[config.mk]
export PLATFORM = sky130hd
export DESIGN_NAME = priority_queue_scan_select_top
export DESIGN_NICKNAME = d
export VERILOG_FILES = /design/src/rtl/pqss_pkg.sv /design/src/rtl/priority_queue_scan_select_top.sv
export SDC_FILE = /design/constraint.sdc
export NUM_CORES = 1
export LEC_CHECK = 0
export ABC_AREA = 1
export BUFFER_PORTS_ARGS = -buffer_cell sky130_fd_sc_hd__buf_2
export CORE_MARGIN = 5
export CORE_UTILIZATION = 40
export DETAILED_ROUTE_END_ITERATION = 10
export PLACE_DENSITY = 0.54
export SLEW_MARGIN = 20
export SYNTH_ARGS = -nofsm -noshare
export SYNTH_HDL_FRONTEND = slang
export SYNTH_SLANG_ARGS = --single-unit
[constraint.sdc]
create_clock -name clk -period 3.84 [get_ports clk]
set_clock_uncertainty 0.15 [all_clocks]
set_input_delay 0.192 -clock clk [delete_from_list [all_inputs] [get_ports clk]]
set_output_delay 0.192 -clock clk [all_outputs]
set_load 0.01 [all_outputs]
[src/rtl/pqss_pkg.sv]
`timescale 1ns / 1ps
`default_nettype none

package pqss_pkg;

    localparam int HANDLE_W      = 8;
    localparam int PRIO_W        = 8;
    localparam int COUNT_OUT_W   = 5;
    localparam int ENTRY_W       = HANDLE_W + PRIO_W;

    typedef enum logic [0:0] {
        OP_INSERT = 1'b0,
        OP_REMOVE = 1'b1
    } opcode_t;

    typedef enum logic [1:0] {
        ST_OK    = 2'd0,
        ST_FULL  = 2'd1,
        ST_EMPTY = 2'd2
    } status_t;

endpackage

`default_nettype wire

[src/rtl/priority_queue_scan_select_top.sv]
// Channel   | Direction | Handshake                    | Ports
// ----------+-----------+------------------------------+-------------------------------------
// command   | in        | start high while busy low    | opcode, item_handle, item_priority
// result    | out       | done high for one cycle      | status, out_handle, out_priority,
//           |           |                              | entry_count, queue_empty
// mode      | in        | cfg_we high                  | cfg_wdata
//
// An insert, or any word that finds the queue full or empty, shows its result in the cycle after
// it is taken and busy never rises. A remove scans all entries for the winner, then moves each
// entry after the winning slot down one slot to close the gap, with no moves when the last entry
// wins; the single read port of the slot memory has both steps read the slots one at a time.
// Reset clears the fill count and the mode; the slot memory is not cleared. The receiver cannot
// stall: each result word lasts one cycle.
`timescale 1ns / 1ps
`default_nettype none

module priority_queue_scan_select_top #(
    parameter int DEPTH = 16
) (
    input  wire logic                                clk,
    input  wire logic                                rst_n,
    input  wire logic                                start,
    output logic                                     busy,
    input  wire logic                                opcode,
    input  wire logic [pqss_pkg::HANDLE_W-1:0]       item_handle,
    input  wire logic [pqss_pkg::PRIO_W-1:0]         item_priority,
    input  wire logic                                cfg_we,
    input  wire logic                                cfg_wdata,
    output logic                                     done,
    output logic [1:0]                               status,
    output logic [pqss_pkg::HANDLE_W-1:0]            out_handle,
    output logic [pqss_pkg::PRIO_W-1:0]              out_priority,
    output logic [pqss_pkg::COUNT_OUT_W-1:0]         entry_count,
    output logic                                     queue_empty
);

    localparam int IW = (DEPTH > 1) ? $clog2(DEPTH) : 1;
    localparam int CW = $clog2(DEPTH + 1);
    localparam logic [CW-1:0] DEPTH_C = CW'(DEPTH);
    localparam logic [CW-1:0] ONE_C   = CW'(1);

    typedef enum logic [1:0] {
        S_IDLE,
        S_SCAN,
        S_SHIFT
    } state_t;

    state_t                          state_reg, state_next;
    logic [CW-1:0]                   count_reg, count_next;
    logic                            mode_reg;
    logic [CW-1:0]                   idx_reg, idx_next;
    logic [IW-1:0]                   best_idx_reg, best_idx_next;
    logic [pqss_pkg::HANDLE_W-1:0]   best_handle_reg, best_handle_next;
    logic [pqss_pkg::PRIO_W-1:0]     best_prio_reg, best_prio_next;
    logic                            first_reg, first_next;
    logic                            pend_reg, pend_next;
    logic [IW-1:0]                   wr_idx_reg, wr_idx_next;

    logic                            done_reg, done_next;
    pqss_pkg::status_t               status_reg, status_next;
    logic [pqss_pkg::HANDLE_W-1:0]   out_handle_reg, out_handle_next;
    logic [pqss_pkg::PRIO_W-1:0]     out_priority_reg, out_priority_next;
    logic [pqss_pkg::COUNT_OUT_W-1:0] entry_count_reg, entry_count_next;
    logic                            queue_empty_reg, queue_empty_next;

    logic [pqss_pkg::ENTRY_W-1:0]    slot_reg [DEPTH];
    logic [pqss_pkg::ENTRY_W-1:0]    rd_data_reg;
    logic [IW-1:0]                   rd_addr;
    logic                            wr_en;
    logic [IW-1:0]                   wr_addr;
    logic [pqss_pkg::ENTRY_W-1:0]    wr_data;

    logic [pqss_pkg::HANDLE_W-1:0]   rd_handle;
    logic [pqss_pkg::PRIO_W-1:0]     rd_prio;
    logic                            take_new;
    logic [IW-1:0]                   cand_idx;
    logic [IW-1:0]                   win_idx;
    logic [CW-1:0]                   count_dec;

    assign rd_handle = rd_data_reg[pqss_pkg::ENTRY_W-1:pqss_pkg::PRIO_W];
    assign rd_prio   = rd_data_reg[pqss_pkg::PRIO_W-1:0];
    assign cand_idx  = IW'(idx_reg - ONE_C);
    assign take_new  = first_reg ||
                       (mode_reg ? (rd_prio > best_prio_reg) : (rd_prio < best_prio_reg));
    assign win_idx   = take_new ? cand_idx : best_idx_reg;
    assign count_dec = count_reg - ONE_C;

    always_ff @(posedge clk)
    begin
        if (wr_en)
        begin
            slot_reg[wr_addr] <= wr_data;
        end
        rd_data_reg <= slot_reg[rd_addr];
    end

    always_comb
    begin
        state_next        = state_reg;
        count_next        = count_reg;
        idx_next          = idx_reg;
        best_idx_next     = best_idx_reg;
        best_handle_next  = best_handle_reg;
        best_prio_next    = best_prio_reg;
        first_next        = first_reg;
        pend_next         = 1'b0;
        wr_idx_next       = wr_idx_reg;
        done_next         = 1'b0;
        status_next       = status_reg;
        out_handle_next   = out_handle_reg;
        out_priority_next = out_priority_reg;
        entry_count_next  = entry_count_reg;
        queue_empty_next  = queue_empty_reg;
        rd_addr           = '0;
        wr_en             = 1'b0;
        wr_addr           = wr_idx_reg;
        wr_data           = rd_data_reg;

        unique case (state_reg)
            S_IDLE:
            begin
                if (start)
                begin
                    out_handle_next   = '0;
                    out_priority_next = '0;
                    if (opcode == pqss_pkg::OP_INSERT)
                    begin
                        if (count_reg >= DEPTH_C)
                        begin
                            status_next = pqss_pkg::ST_FULL;
                        end
                        else
                        begin
                            status_next = pqss_pkg::ST_OK;
                            wr_en       = 1'b1;
                            wr_addr     = IW'(count_reg);
                            wr_data     = {item_handle, item_priority};
                            count_next  = count_reg + ONE_C;
                        end
                        done_next        = 1'b1;
                        entry_count_next = pqss_pkg::COUNT_OUT_W'(count_next);
                        queue_empty_next = (count_next == '0);
                    end
                    else if (count_reg == '0)
                    begin
                        status_next      = pqss_pkg::ST_EMPTY;
                        done_next        = 1'b1;
                        entry_count_next = '0;
                        queue_empty_next = 1'b1;
                    end
                    else
                    begin
                        rd_addr    = '0;
                        idx_next   = ONE_C;
                        first_next = 1'b1;
                        state_next = S_SCAN;
                    end
                end
            end

            S_SCAN:
            begin
                first_next = 1'b0;
                if (take_new)
                begin
                    best_idx_next    = cand_idx;
                    best_handle_next = rd_handle;
                    best_prio_next   = rd_prio;
                end
                if (idx_reg < count_reg)
                begin
                    rd_addr  = IW'(idx_reg);
                    idx_next = idx_reg + ONE_C;
                end
                else
                begin
                    idx_next   = CW'(win_idx) + ONE_C;
                    state_next = S_SHIFT;
                end
            end

            S_SHIFT:
            begin
                // Reads run one slot ahead of the write that closes the gap.
                if (pend_reg)
                begin
                    wr_en   = 1'b1;
                    wr_addr = wr_idx_reg;
                    wr_data = rd_data_reg;
                end
                if (idx_reg < count_reg)
                begin
                    rd_addr     = IW'(idx_reg);
                    pend_next   = 1'b1;
                    wr_idx_next = IW'(idx_reg - ONE_C);
                    idx_next    = idx_reg + ONE_C;
                end
                else if (!pend_reg)
                begin
                    count_next        = count_dec;
                    done_next         = 1'b1;
                    status_next       = pqss_pkg::ST_OK;
                    out_handle_next   = best_handle_reg;
                    out_priority_next = best_prio_reg;
                    entry_count_next  = pqss_pkg::COUNT_OUT_W'(count_dec);
                    queue_empty_next  = (count_dec == '0);
                    state_next        = S_IDLE;
                end
            end

            default:
            begin
                state_next = S_IDLE;
            end
        endcase
    end

    always_ff @(posedge clk or negedge rst_n)
    begin
        if (!rst_n)
        begin
            state_reg        <= S_IDLE;
            count_reg        <= '0;
            mode_reg         <= 1'b0;
            first_reg        <= 1'b0;
            pend_reg         <= 1'b0;
            done_reg         <= 1'b0;
            idx_reg          <= '0;
            best_idx_reg     <= '0;
            best_handle_reg  <= '0;
            best_prio_reg    <= '0;
            wr_idx_reg       <= '0;
            status_reg       <= pqss_pkg::ST_OK;
            out_handle_reg   <= '0;
            out_priority_reg <= '0;
            entry_count_reg  <= '0;
            queue_empty_reg  <= 1'b1;
        end
        else
        begin
            state_reg        <= state_next;
            count_reg        <= count_next;
            first_reg        <= first_next;
            pend_reg         <= pend_next;
            done_reg         <= done_next;
            idx_reg          <= idx_next;
            best_idx_reg     <= best_idx_next;
            best_handle_reg  <= best_handle_next;
            best_prio_reg    <= best_prio_next;
            wr_idx_reg       <= wr_idx_next;
            status_reg       <= status_next;
            out_handle_reg   <= out_handle_next;
            out_priority_reg <= out_priority_next;
            entry_count_reg  <= entry_count_next;
            queue_empty_reg  <= queue_empty_next;
            if (cfg_we)
            begin
                mode_reg <= cfg_wdata;
            end
        end
    end

    assign busy         = (state_reg != S_IDLE);
    assign done         = done_reg;
    assign status       = status_reg;
    assign out_handle   = out_handle_reg;
    assign out_priority = out_priority_reg;
    assign entry_count  = entry_count_reg;
    assign queue_empty  = queue_empty_reg;

endmodule

`default_nettype wire
==> flow_summary.toml, run 1 <==
[cts]
cts_tree = "yes"
htree_levels = 2
clockRootBuffer = "clkbuf_16"
numCtsBuffers = 37
post-cts-setup-buffers = 0
clock_sinks = 336
clk_pin_slew_ns = 0.06
insertion_delay_ns = 0.53
cts_resized = 0
clockBufferDepth = 3

[cells_and_area]
drive_gt1_share_pct = 13.8
diodes = 0
largest_register_ffs = 256
fin_area_um2 = 16600
final_cell_mix = "edfxtp_1, o21ai_0, nand2_1"
layout_commonest_cell = "edfxtp_1"
syn2layout_area_growth_pct = 15.5
nets = 1428

[logic_synthesis]
synthesis.nets = 1355
synthDistinctLibCells = 44
synthFlopType = "edfxtp_1"
synth_edf_count = 256
synthCells = 1311
syn_area_um2 = 14400
synthArstFlopShare_pct = 19.0
syn_avg_cell_area_um2 = 11.0
ys_warn_count = 0
ys_ff_latch = 336
ys_seq_area_share_pct = 66.7

[pwr]
p_int_uw = 8300
switchingPower_uw = 5050
clockPowerShare_pct = 25.9
p_per_area_nw_per_um2 = 802
peakVddDrop_mv = 0.506
power.static_leakage_uw = 0.00648
comb_power_share_pct = 35.5
p_sw_share_pct = 37.8
seq_power_share_pct = 38.5

[worst_setup_path]
r2r_start = "state_reg[0]"
worstPathMaxFanout = 27
r2r_setup_slack_ns = 0.69
crit_chain = "inv_1, ha_1, nand2_1, inv_1, nand3_2, buf_4, nand2_1, o21ai_0, inv_1, nand2_1, nor2_2, buf_4"
worstReg2RegEnd = "slot_reg[14][3]"
path_class = "register to register"
crit_required_ns = 3.88
start_kind = "register"
critPathTopFamily = "buffers and inverters"
slowest_stage = "dfrtp_1"
arrival_ns = 3.19
r2r_cells = 12
critPathCaptureType = "register"
max_stage_delay_ns = 0.42
worst-path-buf-inv = 5

[floorplan]
row_count = 69
fp.coreArea_um2 = 35600
die_x_um = 200
initial_core_util_pct = 40.5
io-pin-count = 48
die_height_um = 200
die-area_um2 = 39900

[sta]
max_slew_margin_pct = 27.7
period_minus_slack_ns = 3.15
hold_viol = 0
fin_tns_setup_ns = 0
fin_crit_sh_pct = 82.0
rsz0062_at_grt = "false"
tightest_slew_ns = 1.08
drv_slew = 0
max_freq_mhz = 317
finalSetupViolations = 0

[grt]
antenna_found_initial = 0
grt_pass1_vias = 9324
track_usage_pct = 18.5
grt_max_degree = 129
overflow = 0
grt_pass1_wl_um = 56600

[drt]
drtAntennaViolNets = 0
wl_per_cell_um = 19.8
drc = 0
vias_per_cell = 5.19
routed_wl_um = 37000
num_vias = 9730
firstDrtPassIters = 5
drtIter0Drc = 690

[placed_design]
hpwlAfterDp_um = 22100
place_area_um2 = 15400
gp_congestion = 0.852
port_buffers = 47

[worst_hold_path]
worstHoldStart = "item_handle[0]"
worstHoldPathType = "primary input to register"
hold_end = "slot_reg[10][8]"
min_path_cells = 3

[job]
max_cap_violations = 0

[status]
status = "finished, final reports clean"
[cell usage after synthesis, types with 3 or more instances]
master	instances	area share [%]
nand3_1	102	3.5
o211ai_1	32	1.7
o21ai_1	28	0.97
edfxtp_1	256	53
xor2_1	7	0.43
o21ai_0	133	4.6
a21oi_1	89	3.1
buf_2	14	0.49
nor2_1	142	3.7
clkbuf_1	38	0.99
nand2_1	131	3.4
inv_2	3	0.078
nand4_1	9	0.39
dfxtp_1	16	2.2
ha_1	22	1.9
or2_2	11	0.48
inv_1	123	3.2
or2_0	51	2.2
buf_1	6	0.16
dfrtp_1	63	11
buf_6	6	0.47
[layout make-up]
class                   count  area (um2)
clock buffers              58        1100
well taps                 461         577
flip-flops and latches    336        9610
repair buffers            100         696
clock inverters             9        96.3
inverters                 128         483
multi-input cells         781        4090
fillers                  3231       18900
[worst max-delay path by stage]
| stage | startpoint | to | slack [ns] | depth (start not counted) |
|---|---|---|---|---|
| after floorplan | state_reg[0] | slot_reg[0][0] | 1.04 | 10 |
| after global placement | count_reg[2] | rd_data_reg[8] | 0.78 | 14 |
| after detailed placement | count_reg[2] | rd_data_reg[9] | 0.72 | 14 |
| after CTS | state_reg[0] | slot_reg[14][12] | 0.70 | 12 |
| after global routing | count_reg[2] | rd_data_reg[8] | 0.43 | 14 |
| final | state_reg[0] | slot_reg[14][3] | 0.69 | 12 |
[stage by stage]
| stage | total power [uW] | std cells | util [%] | worst slack [ns] | hold WS, ns |
|---|---|---|---|---|---|
| after floorplan | 8370 | 1311 | - | 1.04 | -0.254 |
| after global placement | 9920 | 1801 | 43.3 | 0.783 | 0.225 |
| after detailed placement | 9990 | 1801 | 43.3 | 0.719 | 0.226 |
| after CTS | 13500 | 1873 | 46.8 | 0.698 | 0.0912 |
| after global routing | 14200 | 1873 | 46.8 | 0.426 | 0.0829 |
| final | 13300 | 1873 | 46.8 | 0.690 | 0.0723 |
[routing by layer]
layer	routed length [um]	vias up	track usage, %
li1	-	4678	-
met1	17100	4781	26.6
met2	17500	213	30.1
met3	1670	58	2.62
met4	788	0	4.40
met5	0	-	0
[power groups by stage]
stage | clock [uW] | sequential, uW | combinational [uW]
2_1_floorplan | 0 | 5170 | 3190
3_3_place_gp | 0 | 5210 | 4710
3_5_place_dp | 0 | 5220 | 4770
4_1_cts | 3540 | 5150 | 4800
5_1_grt | 3700 | 5190 | 5360
6_report | 3460 | 5140 | 4740
[kinds of logic (layout without fill, tap and decap cells)]
kind of cell | Yosys count | count (layout) | share of synthesized area (%)
XOR/XNOR | 7 | 7 | 0.425
buffers and inverters | 194 | 295 | 5.54
AO/OA/AOI/OAI | 295 | 295 | 11.1
flip-flops | 336 | 336 | 66.7
adder cells (fa/ha/maj) | 22 | 22 | 1.91
AND/OR/NAND/NOR | 457 | 457 | 14.4
[what timing repair did]
action	4_1_cts	5_1_grt
hold buffers	5	0
endpoints found under the setup margin	0	0
hold endpoints to repair	43	0
[worst min-delay path, cell delays in order]
cell     delay, ns
buf_2         0.10
nor2_1        0.12
a21oi_2       0.14
Note: power is estimated with default switching activity, not from simulation.
==> inputs of run 2 (changes only) <==
==> constraint.sdc (replaced) <==
create_clock -name clk -period 3.2 [get_ports clk]
set_clock_uncertainty 0.15 [all_clocks]
set_input_delay 0.16 -clock clk [delete_from_list [all_inputs] [get_ports clk]]
set_output_delay 0.16 -clock clk [all_outputs]
set_load 0.01 [all_outputs]
==> flow_summary.toml, run 2 (synthesized netlist as in run 1, its figures left out) <==
[worst_setup_path]
worst-path-buf-inv = 4
arrival_ns = 3.20
max_stage_delay_ns = 0.45
start_kind = "register"
path_class = "register to register"
slowest_stage = "dfrtp_1"
crit_chain = "inv_1, ha_1, nand2_1, inv_1, o21ai_1, nand3_2, inv_4, nand3_4, buf_4, or2_2, a21oi_1, o21ai_0, nand3_1, nand2_1"
critPathTopFamily = "simple AND/OR/NAND/NOR gates"
critPathCaptureType = "register"
worstPathMaxFanout = 28
crit_required_ns = 3.47

[job]
max_cap_violations = 0

[cells_and_area]
syn2layout_area_growth_pct = 17.0
layout_commonest_cell = "edfxtp_1"
drive_gt1_share_pct = 15.0
largest_register_ffs = 256
register_area_um2 = 9610
multi_input_area_um2 = 4100
final_cell_mix = "edfxtp_1, o21ai_0, nand2_1"
nets = 1435
fin_area_um2 = 16900
fill_cells = 3250
diodes = 0

[sta]
max_freq_mhz = 342
fin_tns_setup_ns = 0
tightest_slew_ns = 0.863
rsz0062_at_grt = "false"
fin_crit_sh_pct = 91.3
period_minus_slack_ns = 2.92
finalSetupViolations = 0
hold_viol = 0
drv_slew = 0
max_slew_margin_pct = 42.4

[drt]
wl_met1_um = 16800
wl_per_cell_um = 19.4
drtIter0Drc = 690
topRoutingLayerUsed = "met4"
drtAntennaViolNets = 0
drc = 0
firstDrtPassIters = 5
num_vias = 9722
dr_wl_met2_um = 17300
vias_per_cell = 5.17
dr_wl_met3_um = 1790
routed_wl_um = 36500

[floorplan]
die_height_um = 200
row_count = 69
die-area_um2 = 39900
initial_core_util_pct = 40.5
die_x_um = 200
fp.coreArea_um2 = 35600
io-pin-count = 48

[pwr]
peakVddDrop_mv = 0.612
power.static_leakage_uw = 0.00660
p_per_area_nw_per_um2 = 985

[grt]
grt_pass1_wl_um = 56700
grt_max_degree = 129
antenna_found_initial = 0
grt_pass1_vias = 9579
overflow = 0
track_usage_pct = 18.4

[cts]
clockBufferDepth = 3
cts_tree = "yes"
clock_sinks = 336
insertion_delay_ns = 0.54
numCtsBuffers = 38
htree_levels = 2
cts_resized = 0
clockRootBuffer = "clkbuf_16"
post-cts-setup-buffers = 0
clk_pin_slew_ns = 0.06

[status]
status = "finished, final reports clean"

[placed_design]
gp_congestion = 0.805
place_area_um2 = 15500
port_buffers = 47
hpwlAfterDp_um = 22100

[worst_hold_path]
worstHoldPathType = "primary input to register"
run 2: final cells by class:
type	count	share of cell area (%)
repair buffers	106	4.47
clock buffers	58	6.86
inverters	128	2.86
multi-input cells	781	24.3
flip-flops and latches	336	57.0
well taps	461	3.42
clock inverters	12	1.08
run 2: layer usage:
layer / vias to the layer above / GRT usage (%)
met1: 4760 / 25.8
li1: 4705 / -
met3: 47 / 2.87
met2: 210 / 30.4
met4: 0 / 4.43
met5: - / 0
run 2: where the power goes:
group	internal, uW	switching (uW)	leakage (uW)
sequential	5840	336	0.00326
clock	2820	1740	0.000661
combinational	1790	4060	0.00269
total	10500	6150	0.00660
run 2: timing repair:
| item | CTS | global route |
|---|---|---|
| endpoints found under the hold margin | 30 | 0 |
| hold buffers | 5 | 0 |
| endpoints found under the setup margin | 0 | 0 |
run 2: path summary, 6_finish.rpt:
path                                 from              end  slack [ns]  cells past startpoint
min in group asynchronous           rst_n   entry_count[4]        0.05                      2
hold reg to reg                 status[1]        status[1]        0.33                      1
hold / removal             item_handle[2]  slot_reg[8][10]        0.03                      3
setup / recovery             count_reg[1]   rd_data_reg[9]        0.28                     14
setup reg to reg             count_reg[1]   rd_data_reg[9]        0.28                     14
max in group asynchronous           rst_n  out_priority[2]        2.09                      3
run 2: worst reg2reg max path: cells and delay by family, from the launching register on:
kind / cells / cell delay, ns
buf+inv: 4 / 0.66
simple gates: 6 / 0.94
flops: 1 / 0.45
compound gates: 3 / 0.40
fa+ha+maj: 1 / 0.21
run 2: per-stage QoR:
stage,hold slack (ns),setup slack [ns],cells,total power [uW],utilization (%)
floorplan,-0.286,0.398,1311,10000,-
global placement,0.0749,0.307,1807,12000,43.4
detailed placement,0.0703,0.306,1807,12100,43.5
CTS,0.0232,0.294,1882,16700,47.4
global route,0.0257,0.0709,1882,17700,47.4
finish,0.0277,0.277,1882,16600,47.4
==> inputs of run 3 (changes only) <==
--- a/config.mk
+++ b/config.mk
@@ -5,12 +5,12 @@
 export SDC_FILE = /design/constraint.sdc
 export NUM_CORES = 1
 export LEC_CHECK = 0
-export ABC_AREA = 1
 export BUFFER_PORTS_ARGS = -buffer_cell sky130_fd_sc_hd__buf_2
-export CORE_MARGIN = 5
+export CORE_MARGIN = 2
 export CORE_UTILIZATION = 40
 export DETAILED_ROUTE_END_ITERATION = 10
 export PLACE_DENSITY = 0.54
+export SETUP_SLACK_MARGIN = 0.3
 export SLEW_MARGIN = 20
 export SYNTH_ARGS = -nofsm -noshare
 export SYNTH_HDL_FRONTEND = slang
==> flow_summary.toml, run 3 <==
[cts]
clockBufferDepth = 3
clock_sinks = 336
insertion_delay_ns = 0.54
numCtsBuffers = 37
htree_levels = 2
clk_pin_slew_ns = 0.06
clockRootBuffer = "clkbuf_16"
cts_tree = "yes"

[worst_setup_path]
worstReg2RegEnd = "slot_reg[5][3]"
slowest_stage = "nor2_2"
max_stage_delay_ns = 0.88
worst-path-buf-inv = 2
worstPathMaxFanout = 16
path_class = "register to register"
crit_chain = "inv_1, ha_2, nand2_1, nor3_2, buf_4, nor3_1, a21oi_1, nor2_2"
start_kind = "register"
crit_required_ns = 3.20
r2r_cells = 8
r2r_setup_slack_ns = 0.39
critPathCaptureType = "register"
r2r_start = "state_reg[0]"
critPathTopFamily = "simple AND/OR/NAND/NOR gates"
arrival_ns = 2.81

[cells_and_area]
final_cell_mix = "edfxtp_1, a21oi_1, nand2_1"
syn2layout_area_growth_pct = 16.2
layout_commonest_cell = "edfxtp_1"
utilization_pct = 46.9
drive_gt1_share_pct = 20.6
nets = 1281
diodes = 0
largest_register_ffs = 256
fin_cells = 1733

[logic_synthesis]
synth_compound_area_share_pct = 14.9
yosysTopAreaCell = "edfxtp_1"
synthAdderAreaFrac_pct = 1.87
yosysMostFrequentCell = "edfxtp_1"
synthDistinctLibCells = 68
ys_warn_count = 0
synthFlopType = "edfxtp_1"
yosysTopAreaCellShare_pct = 52.3
synth_top_cells_by_count = "edfxtp_1, a21oi_1, nand2_1"
synthTopCellsByArea = "edfxtp_1, dfrtp_1, mux2_2, a21oi_1, dfxtp_1"
synthArstFlopShare_pct = 19.0
synth_edf_count = 256
synthMuxAreaShare_pct = 3.82
synthesis.nets = 1202
ys_seq_area_share_pct = 65.3
synthCells = 1158
ys_ff_latch = 336
synth_top_family_by_area = "compound AO/OA/AOI/OAI gates"
synth_simple_gate_area_share_pct = 9.25
syn_avg_cell_area_um2 = 12.7
synth-xor-area-share_pct = 0.536
syn_area_um2 = 14700

[placed_design]
place_inst = 1653
port_buffers = 47
gp_congestion = 0.784
hpwlAfterDp_um = 23400

[grt]
grt_max_degree = 66
grt_pass1_vias = 9369
grt_pass1_wl_um = 58100
busiest_layer = "met2"
met3_usage_pct = 3.97
track_usage_pct = 20.1
met1_usage_pct = 27.4
antenna_found_initial = 1
overflow = 0
use_met2_pct = 32.9

[pwr]
peakVddDrop_mv = 0.648
p_per_area_nw_per_um2 = 1040
seq_power_share_pct = 35.3
switchingPower_uw = 6750
clockPowerShare_pct = 24.0
p_sw_share_pct = 38.0
comb_power_share_pct = 40.8
p_int_uw = 11000
power.static_leakage_uw = 0.00622

[sta]
drv_slew = 0
fin_tns_setup_ns = 0
rsz0062_at_grt = "true"
max_slew_margin_pct = 27.2
max_freq_mhz = 356
fin_crit_sh_pct = 87.7
finalSetupViolations = 0
period_minus_slack_ns = 2.81
hold_viol = 0
tightest_slew_ns = 1.09

[floorplan]
initial_core_util_pct = 40.4
die_height_um = 196
io-pin-count = 48
die-area_um2 = 38300
fp.coreArea_um2 = 36400
die_x_um = 196
row_count = 70

[worst_hold_path]
worstHoldPathType = "primary input to register"
worstHoldStart = "item_priority[0]"
hold_end = "slot_reg[6][0]"
min_path_cells = 4

[status]
status = "finished, final reports clean"

[drt]
routed_wl_um = 38000
vias_per_cell = 5.53
drc = 0
num_vias = 9581
wl_per_cell_um = 21.9
drtAntennaViolNets = 0
firstDrtPassIters = 5
drtIter0Drc = 886

[job]
max_cap_violations = 0
-- run 3: cell types whose count changed after synthesis, moves of 32 or more --
cell | previous run | this run
or3_1 | 0 | 32
o21ai_0 | 133 | 38
nand3_1 | 102 | 4
a211oi_1 | 0 | 33
and2_1 | 0 | 34
or2_0 | 51 | 0
nand2_1 | 131 | 85
nor2_1 | 142 | 66
inv_1 | 123 | 71
mux2_2 | 0 | 45
-- run 3: worst max-delay path by stage --
stage	to	start	slack [ns]	cells after the start
5_1_grt	idx_reg[1]	rd_data_reg[7]	0.19	11
3_3_place_gp	idx_reg[3]	count_reg[0]	0.29	9
3_5_place_dp	idx_reg[1]	rd_data_reg[1]	0.26	13
4_1_cts	slot_reg[6][5]	state_reg[0]	0.32	8
6_report	slot_reg[5][3]	state_reg[0]	0.39	8
2_1_floorplan	slot_reg[6][0]	state_reg[0]	0.31	7
-- run 3: cell families (layout without fill, tap and decap cells) --
family | after synthesis | in the layout
compound gates | 322 | 322
xor+xnor | 9 | 9
fa+ha+maj | 22 | 22
buf+inv | 148 | 254
flops | 336 | 336
mux | 50 | 50
simple gates | 271 | 272
-- run 3: power groups by stage --
| stage | Sequential, uW | Clock, uW | Combinational, uW |
|---|---|---|---|
| final | 6260 | 4250 | 7240 |
| after floorplan | 6130 | 0 | 4960 |
| after global routing | 6320 | 4500 | 8000 |
| after CTS | 6250 | 4350 | 7070 |
| after global placement | 6320 | 0 | 6930 |
| after detailed placement | 6330 | 0 | 7020 |
-- run 3: what timing repair did --
item                                    in CTS  in global routing
gates cloned                                 0                  1
endpoints found under the setup margin      51                164
hold buffers                                 6                  0
pin swaps                                    0                 10
hold endpoints to repair                    36                  0
resized for setup                            4                 17
buffers inserted                             0                  6
-- run 3: layout make-up --
| class | count | area [um2] |
|---|---|---|
| Clock buffer | 52 | 1060 |
| Clock inverter | 15 | 154 |
| Fill cell | 3226 | 19300 |
| Inverter | 72 | 270 |
| Multi-Input combinational cell | 675 | 4590 |
| Sequential cell | 336 | 9620 |
| Tap cell | 468 | 586 |
| Timing Repair Buffer | 115 | 817 |
-- run 3: per-layer routing --
layer  vias to the layer above  wire length [um]  share of wire (%)
met5                         -                 0                  0
met4                         0               715                1.9
met3                        41              2370                6.2
met2                       266             18200                 48
met1                      4775             16800                 44
li1                       4499                 -                  -
-- run 3: worst register-to-register path, stage by stage, from the launching register on --
cell and delay, ns:
dfrtp_1 0.40, inv_1 0.08, ha_2 0.22, nand2_1 0.12
nor3_2 0.05, buf_4 0.17, nor3_1 0.18, a21oi_1 0.17
nor2_2 0.89
-- run 3: stage by stage --
stage / hold WS [ns] / setup slack, ns / cell area, um2 / power (uW)
3_3_place_gp: 0.139 / 0.289 / 15700 / 13300
2_1_floorplan: -0.286 / 0.309 / 14700 / 11100
6_report: 0.0575 / 0.392 / 17100 / 17800
5_1_grt: 0.0788 / 0.189 / 17100 / 18800
3_5_place_dp: 0.146 / 0.264 / 15700 / 13300
4_1_cts: 0.0438 / 0.318 / 17000 / 17700
